[config.mk]
export PLATFORM = sky130hd
export DESIGN_NAME = mwr_ctrl
export DESIGN_NICKNAME = d
export VERILOG_FILES = /design/src/rtl/core/mwr_pkg.sv /design/src/rtl/core/mwr_ctrl.sv
export SDC_FILE = /design/constraint.sdc
export NUM_CORES = 1
export LEC_CHECK = 0
export BUFFER_PORTS_ARGS = -buffer_cell sky130_fd_sc_hd__buf_2
export CAP_MARGIN = 20
export CORE_MARGIN = 8
export CORE_UTILIZATION = 25
export CTS_CLUSTER_DIAMETER = 50
export CTS_CLUSTER_SIZE = 16
export DETAILED_ROUTE_END_ITERATION = 7
export PLACE_DENSITY_LB_ADDON = 0.08
export SLEW_MARGIN = 25
export SYNTH_ARGS = -nofsm -noshare
export SYNTH_HDL_FRONTEND = slang
export SYNTH_SLANG_ARGS = --single-unit
[constraint.sdc]
create_clock -name clk -period 1.3 [get_ports clk]
set_input_delay 0.13 -clock clk [delete_from_list [all_inputs] [get_ports clk]]
set_output_delay 0.13 -clock clk [all_outputs]
set_load 0.05 [all_outputs]
[src/rtl/core/mwr_pkg.sv]
// shared types, widths and helpers for the windowed rms block
package mwr_pkg;

  localparam int SAMPLE_W   = 8;
  localparam int CHAN_W     = 3;
  localparam int WLEN_W     = 8;
  localparam int RMS_W      = 16;
  localparam int FRAC_W     = 16;
  localparam int SQ_W       = 15;
  localparam int QUO_W      = 31;
  localparam int ROOT_STEPS = 16;
  localparam int ROOT_CNT_W = 4;
  localparam int SREM_W     = 20;
  localparam logic [WLEN_W-1:0] WLEN_RESET = 8'd100;

  typedef struct packed {
    logic accept;
    logic load_sq;
    logic update;
    logic clr_step;
    logic div_start;
    logic div_sel_total;
    logic div_step;
    logic sq_start;
    logic sq_step;
    logic save_chan;
    logic push;
  } mwr_cmd_t;

  typedef struct packed {
    logic ch_ok;
    logic clr_last;
    logic div_last;
    logic sq_last;
    logic out_free;
  } mwr_status_t;

  function automatic logic [SQ_W-1:0] square8(logic [SAMPLE_W-1:0] b);
    logic signed [2*SAMPLE_W-1:0] p;
    p = $signed(b) * $signed(b);
    return p[SQ_W-1:0];
  endfunction

endpackage

[src/rtl/core/mwr_ctrl.sv]
// sequencer for the clearing pass and the update, divide, square root and output steps
module mwr_ctrl import mwr_pkg::*; (
  input  logic        clk,
  input  logic        rst_n,
  input  logic        in_valid,
  input  logic        cfg_we,
  input  mwr_status_t status,
  output mwr_cmd_t    cmd,
  output logic        in_stall
);

  typedef enum logic [3:0] {
    S_CLEAR, S_IDLE, S_READ, S_UPD, S_DIV_LD, S_DIV, S_SQ_LD, S_SQ, S_OUT
  } state_t;

  state_t state_r, state_nxt;
  logic   total_r, total_nxt;

  always_ff @(posedge clk) begin
    if (!rst_n) begin
      state_r <= S_CLEAR;
      total_r <= 1'b0;
    end else if (cfg_we) begin
      state_r <= S_CLEAR;
      total_r <= 1'b0;
    end else begin
      state_r <= state_nxt;
      total_r <= total_nxt;
    end
  end

  always_comb begin
    cmd       = '0;
    state_nxt = state_r;
    total_nxt = total_r;
    cmd.div_sel_total = total_r;
    case (state_r)
      S_CLEAR: begin
        cmd.clr_step = 1'b1;
        if (status.clr_last) begin
          state_nxt = S_IDLE;
        end
      end
      S_IDLE: begin
        if (in_valid && !cfg_we) begin
          cmd.accept = 1'b1;
          total_nxt  = 1'b0;
          state_nxt  = S_READ;
        end
      end
      S_READ: begin
        cmd.load_sq = 1'b1;
        if (status.ch_ok) begin
          state_nxt = S_UPD;
        end else begin
          total_nxt = 1'b1;
          state_nxt = S_DIV_LD;
        end
      end
      S_UPD: begin
        cmd.update = 1'b1;
        state_nxt  = S_DIV_LD;
      end
      S_DIV_LD: begin
        cmd.div_start = 1'b1;
        cmd.save_chan = total_r && status.ch_ok;
        state_nxt     = S_DIV;
      end
      S_DIV: begin
        cmd.div_step = 1'b1;
        if (status.div_last) begin
          state_nxt = S_SQ_LD;
        end
      end
      S_SQ_LD: begin
        cmd.sq_start = 1'b1;
        state_nxt    = S_SQ;
      end
      S_SQ: begin
        cmd.sq_step = 1'b1;
        if (status.sq_last) begin
          if (total_r) begin
            state_nxt = S_OUT;
          end else begin
            total_nxt = 1'b1;
            state_nxt = S_DIV_LD;
          end
        end
      end
      S_OUT: begin
        if (status.out_free) begin
          cmd.push  = 1'b1;
          state_nxt = S_IDLE;
        end
      end
      default: begin
        state_nxt = S_CLEAR;
      end
    endcase
  end

  assign in_stall = (state_r != S_IDLE) || cfg_we;

endmodule

; ---- After elaboration in Yosys (flattened, before gate mapping)
; Cells that the tools add are included.
[classes]
n_eq_ne = 15
n_reduce_logical = 9
bitwise = 1
mux = 24
[ops]
columns = cell, n
row1 = $pmux W4 S9, 1
row2 = $mux W4, 6
row3 = $eq A4 B3 Y1 const B, 4
row4 = $mux W1, 15
row5 = $ne A2 B2 Y1 const B, 6
row6 = $eq A4 B2 Y1 const B, 2
row7 = $reduce_and A5 Y1, 1
row8 = $eq A4 B1 Y1 const B, 1
row9 = $eq A4 B4 Y1 const B, 1
row10 = $logic_not A4 Y1, 1
row11 = $ne A4 B1 Y1 const B, 1
row12 = $reduce_and A4 Y1, 1
row13 = $mux W3, 1
row14 = $pmux W1 S3, 1
row15 = $reduce_bool A3 Y1, 1
row16 = $logic_and A1 B1 Y1, 2
row17 = $reduce_or A2 Y1, 1
row18 = $logic_not A1 Y1, 1
row19 = $logic_or A1 B1 Y1, 1
row20 = $not A1 Y1, 1
[word_totals]
register_bits = 5
output_inout_bits = 12
word_cells = 51
input_bits = 9

; ---- Depth between registers and ports, before layout
; Gate-level depths: netlist of the first run.
[logic_depth]
ltp_word = 4
depth_mapped = 6
mapped_depth_nobuf = 4

; ---- Worst setup path after synthesis of the first run
; Ideal clock, no wire load.
[synth_path]
kind = register to output
from = register state_r[0]
to = output port cmd[1] (netlist name)
t_arrival_ps = 2261
path_buffers = 1
slack_ps = -1091
t_required_ps = 1170
stages_incl_launch_ff = 5
path_cell_list = dfxtp_1 buf_6 nand2b_1 nor3_1 and3_1
[synth_rtl]
columns = element, line_no
row1 = from (decl), mwr_ctrl.sv:16  ; state_t state_r, state_nxt;
row2 = from (signal assigned), mwr_ctrl.sv:27  ; state_r <= state_nxt;
row3 = to (decl), mwr_ctrl.sv:8  ; output mwr_cmd_t cmd,

==> results of run 1 <==
## worst max-delay path, cell delays in order, from the launching register on
cell and delay, ns:
dfxtp_4 0.37, buf_4 0.12, nand2b_4 0.06, nor3_4 0.19, and3_4 0.21, buf_8 0.14
## power groups by stage
stage / registers [mW] / logic (mW) / clock network, mW
2_1_floorplan: 0.162 / 0.102 / 0
5_1_grt: 0.158 / 0.175 / 0.208
3_5_place_dp: 0.166 / 0.137 / 0
3_3_place_gp: 0.166 / 0.137 / 0
4_1_cts: 0.157 / 0.158 / 0.189
6_report: 0.157 / 0.162 / 0.183
## logic make-up after synthesis
family	Yosys count
AOI/OAI and AO/OA	11
buffers and inverters	9
DFF	5
muxes	2
and+or+nand+nor	34
## through the flow
stage / cell area (µm²) / setup TNS [ns] / utilization (%) / power (mW)
4_1_cts: 951 / -0.951 / 50.0 / 0.504
5_1_grt: 980 / -1.76 / 51.5 / 0.540
6_report: 980 / -0.956 / 51.5 / 0.502
3_5_place_dp: 757 / -0.526 / 39.8 / 0.303
2_1_floorplan: 564 / -0.833 / - / 0.264
3_3_place_gp: 757 / -0.386 / 39.8 / 0.303
## placed cells by master, fill, tap and decap left out, types with 3 or more instances in the layout
cell,synthesis,routed
nand2_1,4,3
o21ai_0,3,3
dfxtp_4,0,4
buf_2,2,9
nor2_1,9,6
buf_6,3,17
buf_8,0,3
buf_4,1,9
nor3_4,0,3
nor2_4,0,3
clkbuf_4,0,3
inv_1,3,3
nand3_1,3,3
## worst max-delay path by stage
| stage | from | endpoint | slack [ns] | cells after the start |
|---|---|---|---|---|
| CTS | state_r[2]$_SDFFE_PP0P_ | cmd[10] | -0.19 | 4 |
| detailed placement | state_r[2]$_SDFFE_PP0P_ | state_r[3]$_SDFFE_PP0P_ | -0.13 | 5 |
| floorplan | state_r[0]$_SDFFE_PP0P_ | cmd[1] | -0.28 | 4 |
| finish | state_r[2]$_SDFFE_PP0P_ | cmd[1] | -0.17 | 5 |
| global route | state_r[2]$_SDFFE_PP0P_ | cmd[1] | -0.23 | 5 |
| global placement | state_r[2]$_SDFFE_PP0P_ | state_r[3]$_SDFFE_PP0P_ | -0.09 | 5 |
## layer usage
layer | share of wire [%] | routed length, µm | vias up
li1 | - | - | 291
met1 | 43 | 734 | 280
met2 | 49 | 834 | 24
met3 | 8.1 | 139 | 2
met4 | 0.58 | 10 | 0
met5 | 0 | 0 | -
## layout make-up
| type | count | area share [%] |
|---|---|---|
| timing repair buffer | 39 | 37.7 |
| sequential | 5 | 11.7 |
| inverter | 3 | 1.15 |
| tap | 27 | 3.45 |
| clock buffer | 4 | 2.68 |
| multi-input combinational | 47 | 43.3 |
## sequential cells by signal, summed over array words and instances, names as in the netlist
signal,count
state_r,4
total_r,1
## timing repair
item,in CTS,in global routing
pin swaps,6,7
setup endpoints to repair,14,14
gates resized for setup,41,6
hold endpoints to repair,0,0
setup buffers,5,2
hold buffers,0,0
==> impl_metrics.csv, run 1 <==
group,metric,value,unit
worst_setup_path,reg2reg_setup_slack,-0.04,ns
finish,nets,108,
sta,slew_headroom,74.5,%
floorplan,num_rows,16,
synthesis,synth_area,488,µm²
pwr,vdd_drop_max,0.000321,V
worst_setup_path,critPathCaptureType,"output port",
clocking,tritoncts,"built",
sta,fin_hold_ws,0.177,ns
finish,n_antenna_cell,0,
drt,drc,0,
clocking,ctsHtreeMaxLevel,1,
synthesis,yosysTopAreaCellShare,20.5,%
synthesis,yosysWarnings,0,
synthesis,yosys.cell_types.count,26,
finish,nFillCells,187,
pwr,leakage,0.389,nW
sta,clock_skew,0.00245,ns
run_status,status,"finished, violations left",
drt,wl_per_cell,13.7,µm
place,gp_congestion,0.732,
worst_setup_path,crit_required,1.17,ns
clocking,cts_buffers,3,
synthesis,ys_seq_area_share,20.5,%
synthesis,synth-adder-area-share,0,%
global_route,grt_pass1_wl,2950,µm
drt,route.detailed.vias_per_inst,4.78,
sta,period_share,113,%
sta,finalMaxSlewViolations,0,
drt,dr.first_iter.drc_count,19,
synthesis,yosysMostFrequentCell,"nor2_1",
sta,setup_viol,11,
synthesis,synth_top_family_by_area,"simple AND/OR/NAND/NOR gates",
synthesis,ys.flop_type,"dfxtp_1",
synthesis,netlist_instances,61,
pwr,swShare,30.6,%
sta,max_slew.worst_pin.slew,0.380,ns
min_path,holdPathEnd,"state_r[0]$_SDFFE_PP0P_",
sta,fmax,681,MHz
finish,seqCellArea,115,µm²
pwr,switchingPower,154,µW
synthesis,synth_mux_area_share,4.10,%
min_path,hold_class,"input port to flip-flop",
clocking,clock_path_buffers,2,
run_status,violations,"setup timing",
finish,instances_no_fill,125,
floorplan,die_h,60.2,µm
synthesis,synthXorXnorAreaFrac,0,%
clocking,clk_pin_slew_worst_paths,0.04,ns
synthesis,ys_ff_latch,5,
global_route,grt_pass1_vias,639,
synthesis,async_flop_share,0,%
place,dp_slack,-0.126,ns
global_route,grt.met2_usage,19.2,%
worst_setup_path,critPathArrivalTime,1.34,ns
drt,firstDrtPassIters,4,
synthesis,synth-simple-area-share,40.5,%
floorplan,core_area,1900,µm²
place,port_buffers,20,
global_route,grtUsageTotal,11.0,%
synthesis,avgSynthCellArea,8.00,µm²
sta,rsz0062_at_grt,"true",
place,hpwl,1290,µm
drt,dr_total_vias,597,
worst_setup_path,timing.rr.end,"state_r[3]$_SDFFE_PP0P_",
worst_setup_path,critPathLaunchType,"flip-flop",
floorplan,dieWidth,60.2,µm
synthesis,yosys-top-cells-count,"nor2_1 (9), dfxtp_1 (5), nor3_1 (5), nand2_1 (4), nand2b_1 (4)",
pwr,seqPwrFrac,31.3,%
global_route,busiest_layer,"met2",
floorplan,ioPinCount,21,
pwr,p_clk_share,36.5,%
synthesis,synth_compound_area_share,22.1,%
clocking,insertion_delay,0.24,ns
clocking,cts_root_buffer,"clkbuf_4",
synthesis,ys_top_cells_by_area,"dfxtp_1 (21%), nor2_1 (6.9%), buf_6 (6.9%), nand2b_1 (5.1%), nor3_1 (5.1%)",
worst_setup_path,path_class,"flip-flop to output port",
global_route,grt-ovfl-total,0,
finish,drive_above_1_share,67.3,%
worst_setup_path,reg2reg_from,"state_r[2]$_SDFFE_PP0P_",
synthesis,synth_nets,70,
global_route,grtUsageMet1,12.2,%
pwr,combPwrFrac,32.3,%
global_route,grt_use_met3,3.44,%
floorplan,floorplan.initialDensity,25.7,%
sta,hold_viol_final,0,
place,dp_cells,115,
finish,multi_input_area,424,µm²
clocking,cts.sinks,5,
worst_setup_path,critical_path_peak_fanout,5,
sta,fin_crit,1.47,ns
global_route,grt_max_degree,10,
drt,antenna_left,0,
min_path,hp-start,"rst_n",
drt,finalWirelength,1720,µm
synthesis,synth_edf_count,0,
finish,flow.area_growth_from_synthesis,101,%
sta,layout_setup_ws,-0.169,ns
synthesis,yosys.area.top_type,"dfxtp_1",
floorplan,dieArea,3620,µm²
global_route,antenna_found_initial,0,
pwr,power.internal,349,µW
flow_run,drv_cap,0,
worst_setup_path,r2r_cells,5,
pwr,pwr_density_cell,513,nW/µm²
min_path,hold_depth,3,
Note: power is estimated with default switching activity, not from simulation.
==> run 2: changes to the inputs <==
Settings changed: BUFFER_PORTS_ARGS -buffer_cell sky130_fd_sc_hd__buf_2 to default, CELL_PAD_IN_SITES_DETAIL_PLACEMENT from default to 0, CELL_PAD_IN_SITES_GLOBAL_PLACEMENT from default to 2, DONT_BUFFER_PORTS from default to 1, SETUP_SLACK_MARGIN from default to 0.05.
==> run 2 against run 1 <==
Against the previous run: global-route usage decreased by 0.20 points; clock skew barely moved; highest routed layer unchanged; sequential share of layout area up 0.60 points; wire length decreased by 0.12%; setup slack got worse by 0.031 ns; largest power group unchanged; first-iteration DRC count decreased by 63%; via count decreased by 8.4%; flip-flop and latch count unchanged; the flow still finishes with violations (setup timing).
==> impl_metrics.csv, run 2 (synthesis results as in run 1) <==
group,metric,value,unit
run_status,status,"finished, violations left",
run_status,violations,"setup timing",
floorplan,num_rows,16,
sta,finalMaxSlewViolations,0,
global_route,grt-ovfl-total,0,
sta,clock_skew,0.00215,ns
sta,fmax,667,MHz
sta,hold_viol_final,0,
pwr,totalPowerFinal,502,µW
drt,drc,0,
min_path,hold_class,"input port to flip-flop",
finish,top_register,"state_r",
drt,antenna_left,0,
global_route,grt_pass1_vias,610,
pwr,leakage,0.337,nW
place,port_buffers,0,
drt,wl_per_cell,15.3,µm
sta,layout_setup_ws,-0.200,ns
finish,most-common-layout-cells,"buf_6 (10), buf_4 (10), nor2_1 (6), buf_12 (6)",
worst_setup_path,path_class,"flip-flop to output port",
drt,dr.first_iter.drc_count,7,
clocking,ctsHoldBuffers,0,
worst_setup_path,critPathCaptureType,"output port",
global_route,grt_pass1_wl,2930,µm
sta,period_share,115,%
finish,nets,95,
clocking,clock_path_buffers,2,
finish,nFillCells,185,
clocking,clk_pin_slew_worst_paths,0.05,ns
flow_run,drv_cap,0,
clocking,insertion_delay,0.24,ns
sta,fin_hold_ws,0.0581,ns
drt,dr_total_vias,547,
floorplan,core_area,1900,µm²
finish,flow.area_growth_from_synthesis,91.0,%
finish,instances_no_fill,112,
finish,largest_reg_flops,4,
clocking,cts.sinks,5,
pwr,vdd_drop_max,0.000428,V
place,dp_slack,-0.0432,ns
place,dp_cells,105,
place,hpwl,1400,µm
floorplan,dieWidth,60.2,µm
clocking,cts_root_buffer,"clkbuf_4",
finish,n_antenna_cell,0,
floorplan,dieArea,3620,µm²
place,gp_congestion,0.769,
floorplan,die_h,60.2,µm
global_route,grt_max_degree,8,
sta,max_slew.worst_pin.slew,0.252,ns
global_route,antenna_found_initial,0,
sta,rsz0062_at_grt,"true",
global_route,grtUsageTotal,10.7,%
sta,setup_viol,12,
floorplan,floorplan.initialDensity,25.7,%
drt,finalWirelength,1720,µm
worst_setup_path,crit_required,1.17,ns
clocking,tritoncts,"built",
clocking,cts_buffers,3,
floorplan,ioPinCount,21,
sta,slew_headroom,83.1,%
finish,drive_above_1_share,63.5,%
finish,reg.largest.list,"state_r x4, total_r x1",
clocking,ctsHtreeMaxLevel,1,
sta,fin_crit,1.50,ns
worst_setup_path,critPathArrivalTime,1.37,ns
drt,firstDrtPassIters,4,
worst_setup_path,critPathLaunchType,"flip-flop",
pwr,pwr_density_cell,539,nW/µm²
drt,route.detailed.vias_per_inst,4.88,
worst_setup_path,critical_path_peak_fanout,5,
run 2: final cells by class:
type,instances,area (µm²),share of cell area [%]
flip-flops and latches,5,115,12.3
multi-input cells,47,438,47.0
repair buffers,26,308,33.0
clock buffers,4,26.3,2.82
well taps,27,33.8,3.62
inverters,3,11.3,1.21
run 2: what timing repair did:
item	in CTS	in global routing
setup endpoints to repair	14	15
pin swaps	11	2
buffers inserted	3	0
resized for setup	21	4
run 2: worst paths after layout:
path	slack (ns)	start	to	cells past startpoint
hold reg to reg	0.54	state_r[0]$_SDFFE_PP0P_	state_r[0]$_SDFFE_PP0P_	2
setup reg to reg	-0.02	state_r[0]$_SDFFE_PP0P_	state_r[3]$_SDFFE_PP0P_	5
setup / recovery	-0.20	state_r[2]$_SDFFE_PP0P_	cmd[10]	4
hold / removal	0.06	rst_n	state_r[0]$_SDFFE_PP0P_	2
run 2: routing by layer:
metal / wire length [µm] / track usage, %
met1: 704 / 11.7
met2: 827 / 18.0
met3: 168 / 4.30
met4: 16 / 4.08
met5: 0 / 0
run 2: power breakdown:
group,internal (mW),switching (mW)
clock network,0.116,0.0683
logic,0.0853,0.0752
registers,0.151,0.00609
run 2: stage by stage:
stage / instance area [µm²] / utilization (%) / setup TNS, ns
2_1_floorplan: 571 / - / -0.748
3_3_place_gp: 796 / 41.8 / -0.102
3_5_place_dp: 796 / 41.8 / -0.124
4_1_cts: 918 / 48.3 / -1.25
5_1_grt: 932 / 49.0 / -1.96
6_report: 932 / 49.0 / -1.04
run 2: worst max-delay path: stages (launching register included):
cell and delay (ns):
dfxtp_4 0.36, nor4b_4 0.29, buf_4 0.16, and3_4 0.18, buf_12 0.13
==> run 3: changes to the inputs <==
Settings changed: CORE_ASPECT_RATIO from default to 0.9, CORE_MARGIN 8 to default.
==> run 3 against run 2 <==
Against the previous run: the flow still finishes with violations (setup timing); critical path depth did not move; clock power decreased by 4%; clock-buffer cell count unchanged; critical path type unchanged; critical endpoint unchanged; highest routed layer unchanged.
==> impl_metrics.csv, run 3 (synthesis results as in run 1) <==
group,metric,value,unit
pwr,power.internal,357,µW
clocking,clock_path_buffers,2,
finish,final_common_cell,"buf_4",
floorplan,dieArea,2130,µm²
finish,flow.area_growth_from_synthesis,96.4,%
finish,most-common-layout-cells,"buf_4 (16), buf_6 (10), nor2_1 (6), buf_12 (6)",
drt,wl_per_cell,14.4,µm
min_path,hold_class,"input port to flip-flop",
pwr,switchingPower,145,µW
sta,slew_headroom,76.1,%
drt,firstDrtPassIters,4,
place,port_buffers,0,
clocking,clk_pin_slew_worst_paths,0.05,ns
global_route,grt_pass1_vias,586,
pwr,combPwrFrac,32.6,%
clocking,cts.sinks,5,
run_status,violations,"setup timing",
pwr,p_clk_share,35.5,%
pwr,totalPowerFinal,502,µW
worst_setup_path,critical_path.slowest_cell,"dfxtp_2",
drt,dr_total_vias,568,
place,dp_cells,105,
global_route,antenna_found_initial,0,
pwr,pwr_density_cell,523,nW/µm²
pwr,vdd_drop_max,0.000460,V
finish,reg.largest.list,"state_r x4, total_r x1",
worst_setup_path,cp_cell_sequence,"nor4b_4 > buf_4 > and3_4 > buf_12",
clocking,cts_buffers,3,
global_route,grtUsageTotal,18.1,%
finish,largest_reg_flops,4,
sta,period_share,116,%
flow_run,drv_cap,0,
floorplan,die_h,43.9,µm
worst_setup_path,path_class,"flip-flop to output port",
finish,n_antenna_cell,0,
sta,layout_setup_ws,-0.209,ns
pwr,seqPwrFrac,31.9,%
floorplan,floorplan.initialDensity,27.9,%
sta,fin_tns_setup,-1.43,ns
sta,finalMaxSlewViolations,0,
worst_setup_path,critPathLaunchType,"flip-flop",
worst_setup_path,crit_required,1.17,ns
sta,clock_skew,0.00478,ns
sta,fmax,663,MHz
global_route,grt_max_degree,8,
drt,drc,0,
worst_setup_path,cp_top_family,"simple AND/OR/NAND/NOR gates",
worst_setup_path,critical_path_buf_inv_count,2,
global_route,grt-ovfl-total,0,
drt,route.detailed.vias_per_inst,4.94,
clocking,tritoncts,"built",
clocking,insertion_delay,0.24,ns
sta,hold_viol_final,0,
drt,antenna_left,0,
sta,setup_viol,14,
place,gp_congestion,0.861,
finish,instances_no_fill,115,
sta,fin_crit,1.51,ns
sta,max_slew.worst_pin.slew,0.356,ns
sta,rsz0062_at_grt,"true",
run_status,status,"finished, violations left",
worst_setup_path,critPathCaptureType,"output port",
place,hpwl,1290,µm
worst_setup_path,critPathArrivalTime,1.38,ns
clocking,ctsHtreeMaxLevel,1,
pwr,leakage,0.380,nW
finish,top_register,"state_r",
clocking,ctsHoldBuffers,0,
floorplan,core_area,1750,µm²
drt,dr.first_iter.drc_count,8,
worst_setup_path,critical_path_peak_fanout,4,
floorplan,dieWidth,48.6,µm
pwr,swShare,28.8,%
finish,nets,101,
floorplan,num_rows,14,
clocking,cts_root_buffer,"clkbuf_4",
drt,finalWirelength,1660,µm
global_route,grt_pass1_wl,2840,µm
floorplan,ioPinCount,21,
worst_setup_path,max_stage_delay,0.34,ns
finish,drive_above_1_share,65.9,%
## run 3: power by group through the flow
stage / logic, mW / registers [mW] / clock network (mW)
3_5_place_dp: 0.139 / 0.166 / 0
5_1_grt: 0.174 / 0.160 / 0.198
3_3_place_gp: 0.136 / 0.165 / 0
6_report: 0.164 / 0.160 / 0.178
2_1_floorplan: 0.102 / 0.162 / 0
4_1_cts: 0.154 / 0.159 / 0.188
## run 3: timing repair
action | CTS | global route
setup buffers | 3 | 3
resized for setup | 19 | 5
pin swaps | 6 | 3
setup endpoints to repair | 15 | 15
## run 3: worst paths after layout
path / startpoint / slack [ns] / end / depth (start not counted)
min reg2reg: total_r$_SDFFE_PP0P_ / 0.59 / total_r$_SDFFE_PP0P_ / 2
max: state_r[1]$_SDFFE_PP0P_ / -0.21 / cmd[10] / 4
min: rst_n / 0.05 / state_r[0]$_SDFFE_PP0P_ / 2
max reg2reg: state_r[2]$_SDFFE_PP0P_ / -0.13 / state_r[3]$_SDFFE_PP0P_ / 6
## run 3: layout make-up
cell class,count,area [µm²]
repair buffers,32,353
well taps,24,30.0
multi-input cells,47,425
flip-flops and latches,5,113
inverters,3,11.3
fillers,163,793
clock buffers,4,26.3
## run 3: per-stage QoR
step / cell area, µm² / hold slack [ns] / utilization (%) / setup WS, ns
2_1_floorplan: 571 / 0.293 / - / -0.279
3_3_place_gp: 815 / 0.300 / 46.5 / -0.0421
3_5_place_dp: 815 / 0.307 / 46.5 / -0.0968
4_1_cts: 920 / 0.0344 / 52.5 / -0.238
5_1_grt: 958 / 0.0406 / 54.7 / -0.277
6_report: 958 / 0.0477 / 54.7 / -0.209
## run 3: routing by layer
metal  GRT usage, %  wire [µm]
met1           19.9        630
met2           32.1        859
met3           7.02        157
met4           6.47         10
met5              0          0
